File: src/rtl/assert_macros.svh
// Assertion macros shared by the RTL modules.
`ifndef ASSERT_MACROS_SVH
`define ASSERT_MACROS_SVH

// The consequent must hold in the same cycle as the antecedent.
`define ASSERT_IMPLIES(label, clk, rstn, ante, cons) \
    label: assert property (@(posedge clk) disable iff (!rstn) (ante) |-> (cons)) \
        else $error("assertion failed");

// The expression must never be true out of reset.
`define ASSERT_NEVER(label, clk, rstn, expr) \
    label: assert property (@(posedge clk) disable iff (!rstn) !(expr)) \
        else $error("assertion failed");

`endif

File: src/rtl/ionmi_pkg.sv
package ionmi_pkg;

    localparam logic [7:0] CTRL_RATE_MASK  = 8'hE0;
    localparam logic [2:0] RATE_FIELD_MASK = 3'h7;
    localparam int         SLOT_COUNT      = 4;

    typedef enum logic [1:0] {
        MODE_WR_CTRL = 2'd0,
        MODE_WR_DATA = 2'd1,
        MODE_RD_CTRL = 2'd2,
        MODE_TICK    = 2'd3
    } mode_t;

    typedef struct packed {
        logic [7:0]            read_value;
        logic                  nmi_line;
        logic [SLOT_COUNT-1:0] select_lines;
        logic                  read_write_line;
        logic [SLOT_COUNT-1:0] write_strobes;
        logic [7:0]            write_byte;
        logic                  write_rejected;
    } result_t;

    function automatic logic [2:0] rate_of(input logic [7:0] ctrl);
        return ctrl[7:5] & RATE_FIELD_MASK;
    endfunction

endpackage

File: src/rtl/io_interface_nmi_sequencer_unit.sv
// Four-slot I/O sequencer with NMI generation. Each request carries a kind in
// s_tuser (control write, data write, control read or one clock tick) and a
// byte in s_tdata, and produces exactly one result on the m_ side with the
// line levels after that request. One request is taken every cycle while the
// result side is not stalled; a request passes through an input register and
// a result register, and the state is updated as the request leaves the input
// register for the result register.
`include "assert_macros.svh"

module io_interface_nmi_sequencer_unit
    import ionmi_pkg::*;
(
    input  logic        aclk,
    input  logic        aresetn,
    input  logic        s_tvalid,
    output logic        s_tready,
    input  logic [7:0]  s_tdata,   // [7:0] bus_data
    input  logic [1:0]  s_tuser,   // [1:0] mode
    output logic        m_tvalid,
    input  logic        m_tready,
    // [7:0] read_value, [8] nmi_line, [12:9] select_lines, [13] read_write_line,
    // [17:14] write_strobes, [25:18] write_byte, [26] write_rejected, [31:27] zero
    output logic [31:0] m_tdata
);

    logic       in_valid_reg, in_valid_next;
    mode_t      mode_reg;
    logic [7:0] data_reg;
    logic       out_valid_reg, out_valid_next;
    result_t    out_reg;
    result_t    result;
    logic       fire;
    logic       s_take;

    assign fire     = in_valid_reg && (!out_valid_reg || m_tready);
    assign s_tready = !in_valid_reg || fire;
    assign s_take   = s_tvalid && s_tready;

    always_comb begin
        in_valid_next = in_valid_reg;
        if (s_take) begin
            in_valid_next = 1'b1;
        end else if (fire) begin
            in_valid_next = 1'b0;
        end
        out_valid_next = out_valid_reg;
        if (fire) begin
            out_valid_next = 1'b1;
        end else if (m_tready) begin
            out_valid_next = 1'b0;
        end
    end

    ionmi_core u_core (
        .aclk      (aclk),
        .aresetn   (aresetn),
        .item_fire (fire),
        .mode      (mode_reg),
        .bus_data  (data_reg),
        .result    (result)
    );

    always_ff @(posedge aclk) begin
        if (!aresetn) begin
            in_valid_reg  <= 1'b0;
            out_valid_reg <= 1'b0;
        end else begin
            in_valid_reg  <= in_valid_next;
            out_valid_reg <= out_valid_next;
        end
        if (s_take) begin
            mode_reg <= mode_t'(s_tuser);
            data_reg <= s_tdata;
        end
        if (fire) begin
            out_reg <= result;
        end
    end

    assign m_tvalid = out_valid_reg;
    assign m_tdata  = {5'd0, out_reg.write_rejected, out_reg.write_byte,
                       out_reg.write_strobes, out_reg.read_write_line,
                       out_reg.select_lines, out_reg.nmi_line, out_reg.read_value};

    // A data write is either delivered to devices or rejected, never both.
    `ASSERT_NEVER(a_reject_excl, aclk, aresetn,
        m_tvalid && out_reg.write_rejected && out_reg.write_strobes != '0)

endmodule

File: src/rtl/ionmi_core.sv
`include "assert_macros.svh"

module ionmi_core
    import ionmi_pkg::*;
(
    input  logic       aclk,
    input  logic       aresetn,
    input  logic       item_fire,
    input  mode_t      mode,
    input  logic [7:0] bus_data,
    output result_t    result
);

    logic [7:0]            ctrl_reg, ctrl_next;
    logic                  phase_reg, phase_next;
    logic                  stretch_reg, stretch_next;
    logic                  running_reg, running_next;
    logic [7:0]            ticks_reg, ticks_next;
    logic                  nmi_reg, nmi_next;
    logic [SLOT_COUNT-1:0] sel_reg, sel_next;
    logic                  rw_reg, rw_next;
    logic [2:0]            rate_cur;
    logic [2:0]            rate_new;

    always_comb begin
        ctrl_next    = ctrl_reg;
        phase_next   = phase_reg;
        stretch_next = stretch_reg;
        running_next = running_reg;
        ticks_next   = ticks_reg;
        nmi_next     = nmi_reg;
        sel_next     = sel_reg;
        rw_next      = rw_reg;
        rate_cur     = rate_of(ctrl_reg);
        rate_new     = rate_of(bus_data);

        result.read_value     = '0;
        result.write_strobes  = '0;
        result.write_byte     = '0;
        result.write_rejected = 1'b0;

        unique case (mode)
            MODE_WR_CTRL: begin
                ctrl_next = bus_data;
                if ((bus_data & CTRL_RATE_MASK) == 8'h00) begin
                    running_next = 1'b0;
                    ticks_next   = '0;
                    phase_next   = 1'b1;
                    nmi_next     = 1'b0;
                    sel_next     = '0;
                end else begin
                    // Read mode with the timer on drops NMI and holds it low at the next timer expiry.
                    if (bus_data[4]) begin
                        nmi_next     = 1'b0;
                        stretch_next = 1'b1;
                    end else begin
                        stretch_next = 1'b0;
                    end
                    running_next = 1'b1;
                    ticks_next   = phase_reg ? 8'd1 : (8'd1 << rate_new) + 8'd1;
                end
            end
            MODE_WR_DATA: begin
                if (ctrl_reg[4]) begin
                    result.write_rejected = 1'b1;
                end else begin
                    result.write_strobes = ctrl_reg[SLOT_COUNT-1:0];
                    result.write_byte    = bus_data;
                end
            end
            MODE_RD_CTRL: begin
                result.read_value = ctrl_reg;
            end
            MODE_TICK: begin
                if (running_reg) begin
                    if (ticks_reg > 8'd1) begin
                        ticks_next = ticks_reg - 8'd1;
                    end else begin
                        if (phase_reg) begin
                            rw_next = ctrl_reg[4];
                        end
                        nmi_next     = phase_reg && !stretch_reg;
                        stretch_next = 1'b0;
                        sel_next     = phase_reg ? ctrl_reg[SLOT_COUNT-1:0] : '0;
                        phase_next   = !phase_reg;
                        if (rate_cur == 3'd0) begin
                            running_next = 1'b0;
                            ticks_next   = '0;
                        end else begin
                            ticks_next = 8'd1 << (rate_cur - 3'd1);
                        end
                    end
                end
            end
        endcase

        result.nmi_line        = nmi_next;
        result.select_lines    = sel_next;
        result.read_write_line = rw_next;
    end

    always_ff @(posedge aclk) begin
        if (!aresetn) begin
            ctrl_reg    <= '0;
            phase_reg   <= 1'b1;
            stretch_reg <= 1'b0;
            running_reg <= 1'b0;
            ticks_reg   <= '0;
            nmi_reg     <= 1'b0;
            sel_reg     <= '0;
            rw_reg      <= 1'b0;
        end else if (item_fire) begin
            ctrl_reg    <= ctrl_next;
            phase_reg   <= phase_next;
            stretch_reg <= stretch_next;
            running_reg <= running_next;
            ticks_reg   <= ticks_next;
            nmi_reg     <= nmi_next;
            sel_reg     <= sel_next;
            rw_reg      <= rw_next;
        end
    end

    // A stopped timer leaves NMI and every chip select low.
    `ASSERT_IMPLIES(a_stopped_quiet, aclk, aresetn, !running_reg, !nmi_reg && sel_reg == '0)
    // A running timer always has a tick count to work down.
    `ASSERT_IMPLIES(a_running_count, aclk, aresetn, running_reg, ticks_reg != 8'd0)

endmodule

File: config.mk
export PLATFORM = sky130hd
export DESIGN_NAME = io_interface_nmi_sequencer_unit
export DESIGN_NICKNAME = d
export VERILOG_FILES = /design/src/rtl/ionmi_pkg.sv /design/src/rtl/io_interface_nmi_sequencer_unit.sv /design/src/rtl/ionmi_core.sv
export VERILOG_INCLUDE_DIRS = /design/src /design/src/rtl
export SDC_FILE = /design/constraint.sdc
export NUM_CORES = 1
export LEC_CHECK = 0
export BUFFER_PORTS_ARGS = -buffer_cell sky130_fd_sc_hd__buf_4
export CORE_MARGIN = 2
export CORE_UTILIZATION = 45
export CTS_BUF_LIST = sky130_fd_sc_hd__clkbuf_2 sky130_fd_sc_hd__clkbuf_4 sky130_fd_sc_hd__clkbuf_8
export CTS_CLUSTER_SIZE = 25
export DETAILED_ROUTE_END_ITERATION = 10
export PLACE_DENSITY_LB_ADDON = 0.1
export SYNTH_ARGS = -nofsm -noshare
export SYNTH_HDL_FRONTEND = slang
export SYNTH_SLANG_ARGS = --single-unit
export TNS_END_PERCENT = 5
File: constraint.sdc
create_clock -name aclk -period 2.85 [get_ports aclk]
set_input_delay 0.285 -clock aclk [delete_from_list [all_inputs] [get_ports aclk]]
set_output_delay 0.285 -clock aclk [all_outputs]
set_load 0.005 [all_outputs]
Word-level counts from Yosys, hierarchy flattened. Cells that the tools add are included.

Register bits after elaboration: 64. Bits of input ports: 14. Output and inout port bits: 34. Logic and storage cells: 93.

Add/sub/neg operators: 3. Magnitude comparators: 1. Equality and inequality tests: 7. Shift operators: 2. Muxes and demuxes: 39. Bitwise logic cells: 1. Reductions and logical operators: 21.

Operators with widths (count): two-way mux 8 bit (5); two-way mux 1 bit (24); two-way mux 4 bit (4); one-hot mux 8 bit (2 select lines) (1); << shifter 1 x 3 -> 8 bit (first input constant) (2); AND reduction 5 bit (2); adder 8 x 1 -> 8 bit (second input constant) (1); greater-than comparator 8 x 1 -> 1 bit (second input constant) (1); logical NOT 8 bit (1); one-hot mux 1 bit (2 select lines) (4); one-hot mux 4 bit (2 select lines) (1); subtractor 8 x 1 -> 8 bit (second input constant) (1); nonzero test 2 bit (3); == test 2 bit (second input constant) (2); logical NOT 1 bit (4); inequality test 2 x 1 -> 1 bit (second input constant) (2); inequality test 2 bit (second input constant) (2); AND reduction 2 bit (2); logical AND 1 bit (3); logical NOT 3 bit (1); AND reduction 3 bit (1); subtractor 3 x 1 -> 3 bit (second input constant) (1); == test 2 x 1 -> 1 bit (second input constant) (1); logical NOT 2 bit (1); other kinds (3) (4).

Depth between registers and ports, before layout. Gate-level depths: netlist of run 1.

Word-level depth: 6. Depth in mapped cells: 8. Depth with buffers taken out: 7.

Cells and area by module. From an unflattened synthesis of run 1, not the netlist that was laid out.

Cell total of the unflattened synthesis: 275. Area total of the unflattened synthesis: 3002.9 um^2.

Modules (own cells, without submodules): ionmi_core (times used 1, cells an instance 223, area each 1746.7 um^2, seq. area each 500.5 um^2); io_interface_nmi_sequencer_unit (times used 1, cells an instance 52, area each 1256.2 um^2, seq. area each 1151.1 um^2).

Least setup slack after synthesis of run 1. Ideal clock, no wire load.

Path type: in2reg. Start point: in m_tready. End point: reg u_core.ctrl_reg[4]. Library setup time: 128 ps. Arrival: 2010 ps. Data required time: 2722 ps. Path slack: 713 ps. Cell stages on the path: 6. Path buffers: 0. Cells stage by stage: nand2b_1 > nand2_1 > clkinv_1 > nand2_1 > mux2i_1 > nor2_1.

Longest elaborated chain between the ends: 3.

Ends and longest elaborated chain: start: declaration (line io_interface_nmi_sequencer_unit.sv:20) `input logic m_tready,`; logical OR 1 bit (line io_interface_nmi_sequencer_unit.sv:35) `assign fire = in_valid_reg && (!out_valid_reg || m_tready);`; logical AND 1 bit (line io_interface_nmi_sequencer_unit.sv:35); via fire (line io_interface_nmi_sequencer_unit.sv:32) `logic fire;`; AND reduction 2 bit (no line); end signal: assignment (line ionmi_core.sv:113) `ctrl_reg <= ctrl_next;`; end: declaration (line ionmi_core.sv:14) `logic [7:0] ctrl_reg, ctrl_next;`.

The timed path passes the listed nets, and every way through them passes these cells. A chain may end at the register's enable or synchronous reset.

Worst setup path after layout of run 1.
Start point: reg u_core.ticks_reg[0]. End point: reg u_core.running_reg.

Longest elaborated chain between the ends: 4.

Ends and longest elaborated chain: start: declaration (line ionmi_core.sv:18) `logic [7:0] ticks_reg, ticks_next;`; start signal: assignment (line ionmi_core.sv:117) `ticks_reg <= ticks_next;`; greater-than comparator 8 x 1 -> 1 bit (line ionmi_core.sv:76) `if (ticks_reg > 8'd1) begin`; two-way mux 1 bit (line ionmi_core.sv:76); two-way mux 1 bit (line ionmi_core.sv:75) `if (running_reg) begin`; one-hot mux 1 bit (2 select lines) (line ionmi_core.sv:42) `unique case (mode)`; end signal: assignment (line ionmi_core.sv:116) `running_reg <= running_next;`; end: declaration (line ionmi_core.sv:17) `logic running_reg, running_next;`.

Every way passes these cells.

==> impl_metrics.py, run 1 <==
metrics = {
    "critical_path": {
        "r2r_slack_ns": 0.57,
        "cp-start-kind": "flop",
        "worstSetupPathType": "flop to flop",
        "cp_data_arrival_time_ns": 2.49,
        "crit_fanout": 14,
        "r2r-start": "u_core.ticks_reg[0]",
        "cp.required_ns": 3.06,
        "crit_path_cell_trace": "inv_1 > ha_1 > nor2_1 > nand3b_1 > o41a_1 > o31ai_1 > a21oi_1",
        "endpoint_kind": "flop",
        "slowest_stage": "nand3b_1",
        "ff2ff_path_depth": 7,
        "worst_r2r_endpoint": "u_core.running_reg",
        "slowest_delay_ns": 0.51,
    },
    "sta": {
        "worst_pin_slew_ns": 0.6243,
        "finalMaxSlewViolations": 0,
        "rsz0062_at_grt": "no",
        "finalHoldViolations": 0,
        "fin_setup_tns_ns": 0,
        "max_freq_mhz": 438.0,
        "slew_headroom_pct": 58.29,
        "finalCritPeriodShare_pct": 80.11,
        "finalClockSkew_ns": 0.007399,
        "finalSetupViolCount": 0,
        "fin_crit_ns": 2.283,
    },
    "yosys": {
        "synth_edf_count": 37,
        "synth_cells": 272,
        "ys.flop_type": "edfxtp_1",
        "ys_warn_count": 0,
        "synth_seq_area_share_pct": 56.17,
        "syn-cell-area_um2": 2940,
        "ys_seq_elements": 64,
        "avgSynthCellArea_um2": 10.81,
        "asyncSetResetFlopFracSynth_pct": 0,
        "synth_cell_types": 49,
    },
    "routing": {
        "drt_iter0_markers": 99,
        "wl_per_cell_um": 15.34,
        "remaining_drc_errors": 0,
        "drt-total-wl_um": 6045,
        "viasPerCell": 5.406,
        "dr.pass1.iters": 4,
        "ant_nets": 0,
        "vias": 2130,
    },
    "floorplanning": {
        "die-area_um2": 7197,
        "core_um2": 6350,
        "io_pins": 48,
        "fp.dieH_um": 84.84,
        "rows": 29,
        "initial_core_util_pct": 46.31,
        "die_w_um": 84.84,
    },
    "power": {
        "p_leak_nw": 1.338,
        "p_per_area_nw_per_um2": 586.8,
        "vdd_drop_max_v": 0.0003449,
        "power_mw": 2.052,
    },
    "clocking": {
        "cts-htree-levels": 3,
        "post_cts_buffers": 0,
        "cts_tree": "built",
        "cts-root-buf": "clkbuf_8",
        "cts.clk_slew.worst_paths_ns": 0.07,
        "cts_hold_buf": 0,
        "cts.sink_count": 64,
        "cts_buffers": 9,
        "cts_resized": 0,
        "clk_latency_ns": 0.35,
        "cts.path.max_buffers": 2,
    },
    "grt": {
        "grt_usage_pct": 17.75,
        "grt_overflow": 0,
        "grt_max_degree": 33,
        "grt_antenna_before_repair": 0,
        "grt_pass1_vias": 2001,
        "grt_pass1_wl_um": 9839,
    },
    "layout": {
        "nets": 333,
        "fill_cells": 555,
        "final_cell_mix": "buf_4, edfxtp_1, dfxtp_1",
        "final_core_util_pct": 55.07,
        "largest_reg_flops": 27,
        "diodes": 0,
        "final_common_cell": "buf_4",
        "syn_to_final_growth_pct": 18.94,
        "drive_gt1_share_pct": 21.14,
    },
    "hold_path": {
        "min_path_cells": 1,
        "worstHoldStart": "s_tdata[0]",
        "min_to": "data_reg[0]",
        "hold_class": "input port to flop",
    },
    "placement": {
        "gp_congestion": 0.8621,
        "numPortBuffers": 42,
        "dpl.hpwl_um": 4218,
    },
    "job": {
        "cap_violations": 0,
    },
    "status": {
        "outcome": "finished clean",
    },
}
==> through the flow <==
stage	instances	hold slack (ns)	worst slack, ns	area, µm²
finish	394	0.1114	0.5668	3497
global route	394	0.1010	0.3267	3497
CTS	394	0.09858	0.5685	3497
detailed placement	378	0.4643	0.5840	3278
global placement	378	0.4641	0.6355	3278
floorplan	276	0.3839	0.7127	2955
==> logic make-up (layout without fill, tap and decap cells) <==
kind of cell    Yosys count  count (layout)  synth area share [%]
simple gates            107             107                 20.34
xor+xnor                  3               3                0.8938
other cells               1               5                0.1275
flops                    64              64                 56.17
fa+ha+maj                 7               7                 2.979
buf+inv                  27              68                 4.426
mux                       8               8                 2.809
compound gates           55              55                 12.26
==> layout make-up <==
type                       count  area [µm²]  share of cell area, %
clock inverter                 7       95.09                  2.719
inverter                       9       33.78                 0.9660
tap                           77       96.34                  2.755
clock buffer                   9       123.9                  3.542
timing repair buffer          43       322.8                  9.231
sequential                    64        1652                  47.23
multi-input combinational    185        1174                  33.56
==> worst max-delay path, delay by kind of cell (launching register included) <==
kind	cells	cell delay, ns
adder cells (fa/ha/maj)	1	0.25
AND/OR/NAND/NOR	2	0.64
AO/OA/AOI/OAI	3	0.80
buffers and inverters	1	0.10
flip-flops	1	0.36
==> cell usage after synthesis, drive strengths merged, types with 3 or more instances <==
master / number / area share (%)
edfxtp: 37 / 38
dfxtp: 27 / 18
and2: 23 / 4.9
nand2: 22 / 2.8
nor2: 19 / 2.4
a21oi: 16 / 2.7
o21ai: 12 / 2.0
clkbuf: 10 / 1.3
nand3: 10 / 1.7
buf: 8 / 2.0
ha: 7 / 3.0
inv: 7 / 0.89
nor3: 7 / 1.4
nor3b: 7 / 1.8
mux2i: 6 / 2.0
a22o: 4 / 1.2
a31oi: 4 / 0.85
a32o: 4 / 1.4
nand3b: 3 / 0.77
o211ai: 3 / 0.77
xnor2: 3 / 0.89
==> where the power goes <==
group | internal [mW] | switching [mW] | total (mW) | leakage (nW)
sequential | 1.01 | 0.0241 | 1.03 | 0.579
combinational | 0.0701 | 0.0921 | 0.162 | 0.660
clock | 0.492 | 0.365 | 0.857 | 0.0995
total | 1.57 | 0.481 | 2.05 | 1.34
==> worst max-delay path by stage <==
stage                        startpoint            endpoint  cells after the start
floorplan                      m_tready  u_core.ctrl_reg[4]                      6
detailed placement  u_core.ticks_reg[0]      u_core.nmi_reg                      7
CTS                 u_core.ticks_reg[0]      u_core.nmi_reg                      7
global placement    u_core.ticks_reg[1]         m_tdata[13]                      6
finish              u_core.ticks_reg[0]  u_core.running_reg                      7
global route        u_core.ticks_reg[1]      u_core.nmi_reg                      7
==> per-layer routing <==
layer  global-route usage (%)  vias to the layer above  share of wire, %
met1                    22.27                     1001                43
li1                         -                     1057                 -
met3                    4.475                       11               5.9
met2                    28.99                       61                49
met4                    8.081                        0               2.2
met5                        0                        -                 0
Power figures use the tool's default switching activity.
==> inputs of run 2 (changes only) <==
Clock period 2.85 ns to 2.2 ns, I/O delays scaled along.
==> run 2 against run 1 <==
Net effect:
- register-to-register slack worse by 0.41 ns
- sequential cell count did not move
- final cell count increased by 2.8%
- clock skew about the same
- setup slack lost 0.41 ns
- cell area rose by 2.6%
- count of clock-buffer cells in the layout is the same
- sequential power increased by 29%
- sequential share of layout area decreased by 1.2 points
- fmax rose by 12%
- combinational power increased by 45%
- non-clock buffer count grew 11
- critical path type unchanged
- critical endpoint is now m_tdata[12]
- highest routed layer unchanged
==> impl_metrics.py, run 2 (synthesis gave the netlist of run 1 again) <==
metrics = {
    "critical_path": {
        "cp_data_arrival_time_ns": 2.13,
        "crit_fanout": 6,
        "crit_path_cell_trace": "inv_1 > ha_1 > nor2_1 > nor2_2 > a31oi_1 > or3_2 > a22o_1",
        "slowest_stage": "or3_2",
        "cp-start-kind": "flop",
        "cp.required_ns": 2.29,
        "endpoint_kind": "flop",
        "slowest_delay_ns": 0.53,
        "crit_buf_inv": 1,
        "crit_family": "simple AND/OR/NAND/NOR gates",
        "worstSetupPathType": "flop to flop",
    },
    "layout": {
        "final_common_cell": "buf_4",
        "largest_reg_flops": 27,
        "final_core_util_pct": 56.51,
        "final_cell_mix": "buf_4, edfxtp_1, dfxtp_1",
        "drive_gt1_share_pct": 24.39,
        "syn_to_final_growth_pct": 22.04,
        "fin_cells": 405,
        "diodes": 0,
        "nets": 344,
    },
    "clocking": {
        "cts-root-buf": "clkbuf_8",
        "cts_tree": "built",
        "cts.sink_count": 64,
        "cts.clk_slew.worst_paths_ns": 0.08,
        "cts_hold_buf": 0,
        "cts.path.max_buffers": 2,
        "cts-htree-levels": 3,
        "clk_latency_ns": 0.33,
        "cts_buffers": 9,
    },
    "placement": {
        "gp_congestion": 0.8619,
        "dpl.hpwl_um": 4344,
        "pre_cts_ws_ns": 0.1516,
        "numPortBuffers": 42,
        "dp.cells": 389,
    },
    "sta": {
        "max_freq_mhz": 490.6,
        "rsz0062_at_grt": "no",
        "finalCritPeriodShare_pct": 92.65,
        "finalHoldViolations": 0,
        "worst_pin_slew_ns": 0.5872,
        "finalWorstSetupSlack_ns": 0.1616,
        "finalSetupViolCount": 0,
        "fin_crit_ns": 2.038,
        "finalClockSkew_ns": 0.007410,
        "fin_setup_tns_ns": 0,
        "slew_headroom_pct": 60.77,
        "finalMaxSlewViolations": 0,
        "whs_ns": 0.05492,
    },
    "status": {
        "outcome": "finished clean",
    },
    "power": {
        "p_leak_nw": 1.399,
        "p_per_area_nw_per_um2": 755.5,
        "vdd_drop_max_v": 0.0004700,
    },
    "routing": {
        "viasPerCell": 5.353,
        "remaining_drc_errors": 0,
        "vias": 2168,
        "ant_nets": 0,
        "drt-total-wl_um": 6077,
        "drt_iter0_markers": 71,
        "dr.pass1.iters": 4,
        "wl_per_cell_um": 15.00,
    },
    "floorplanning": {
        "initial_core_util_pct": 46.31,
        "io_pins": 48,
        "rows": 29,
        "fp.dieH_um": 84.84,
        "die_w_um": 84.84,
        "die-area_um2": 7197,
        "core_um2": 6350,
    },
    "grt": {
        "grt_max_degree": 33,
        "grt_antenna_before_repair": 0,
        "grt_pass1_vias": 2062,
        "grt_pass1_wl_um": 9977,
        "grt_overflow": 0,
        "grt_usage_pct": 17.99,
    },
    "hold_path": {
        "hold_class": "input port to flop",
    },
    "job": {
        "cap_violations": 0,
    },
}
==> run 2: cell count changes in the layout (fill, tap and decap cells not counted), sizes merged <==
cell / change
buf: +11
inv: +2
clkinv: -1
clkinvlp: -1
==> run 2: worst paths after layout <==
check / startpoint / to / slack (ns) / cells after the start
worst min-delay path: s_tdata[0] / data_reg[0] / 0.05 / 1
worst max register to register: u_core.ticks_reg[0] / m_tdata[12] / 0.16 / 7
worst max-delay path: u_core.ticks_reg[0] / m_tdata[12] / 0.16 / 7
worst min register to register: u_core.rw_reg / u_core.rw_reg / 0.50 / 2
==> run 2: area by class of cell <==
type                       count  area [µm²]
timing repair buffer          54       405.4
clock inverter                 7       101.3
tap                           77       96.34
inverter                       9       33.78
fill                         553        2761
sequential                    64        1652
clock buffer                   9       123.9
multi-input combinational    185        1176
==> run 2: power breakdown <==
| group | leakage [nW] | switching, mW | internal [mW] |
|---|---|---|---|
| logic | 0.714 | 0.129 | 0.106 |
| clock network | 0.107 | 0.496 | 0.650 |
| registers | 0.579 | 0.0246 | 1.31 |
==> run 2: stage by stage <==
step                power, mW  area [µm²]
floorplan               1.496        2955
global placement        1.592        3361
detailed placement      1.594        3361
CTS                     2.743        3586
global route            2.822        3588
finish                  2.711        3588
==> run 2: timing repair <==
item	4_1_cts	5_1_grt
setup buffers	0	0
gates resized for setup	0	1
endpoints found under the setup margin	0	1
==> run 2: routing by layer <==
| metal | GRT usage (%) | wire [µm] |
|---|---|---|
| met1 | 22.57 | 2688 |
| met2 | 29.99 | 3049 |
| met3 | 4.086 | 262 |
| met4 | 7.648 | 76 |
| met5 | 0 | 0 |
==> run 2: worst register-to-register path, stage by stage, from the launching register on <==
cell and delay, ns:
dfxtp_1 0.36, inv_1 0.10, ha_1 0.16, nor2_1 0.10
nor2_2 0.18, a31oi_1 0.15, or3_2 0.53, a22o_1 0.21
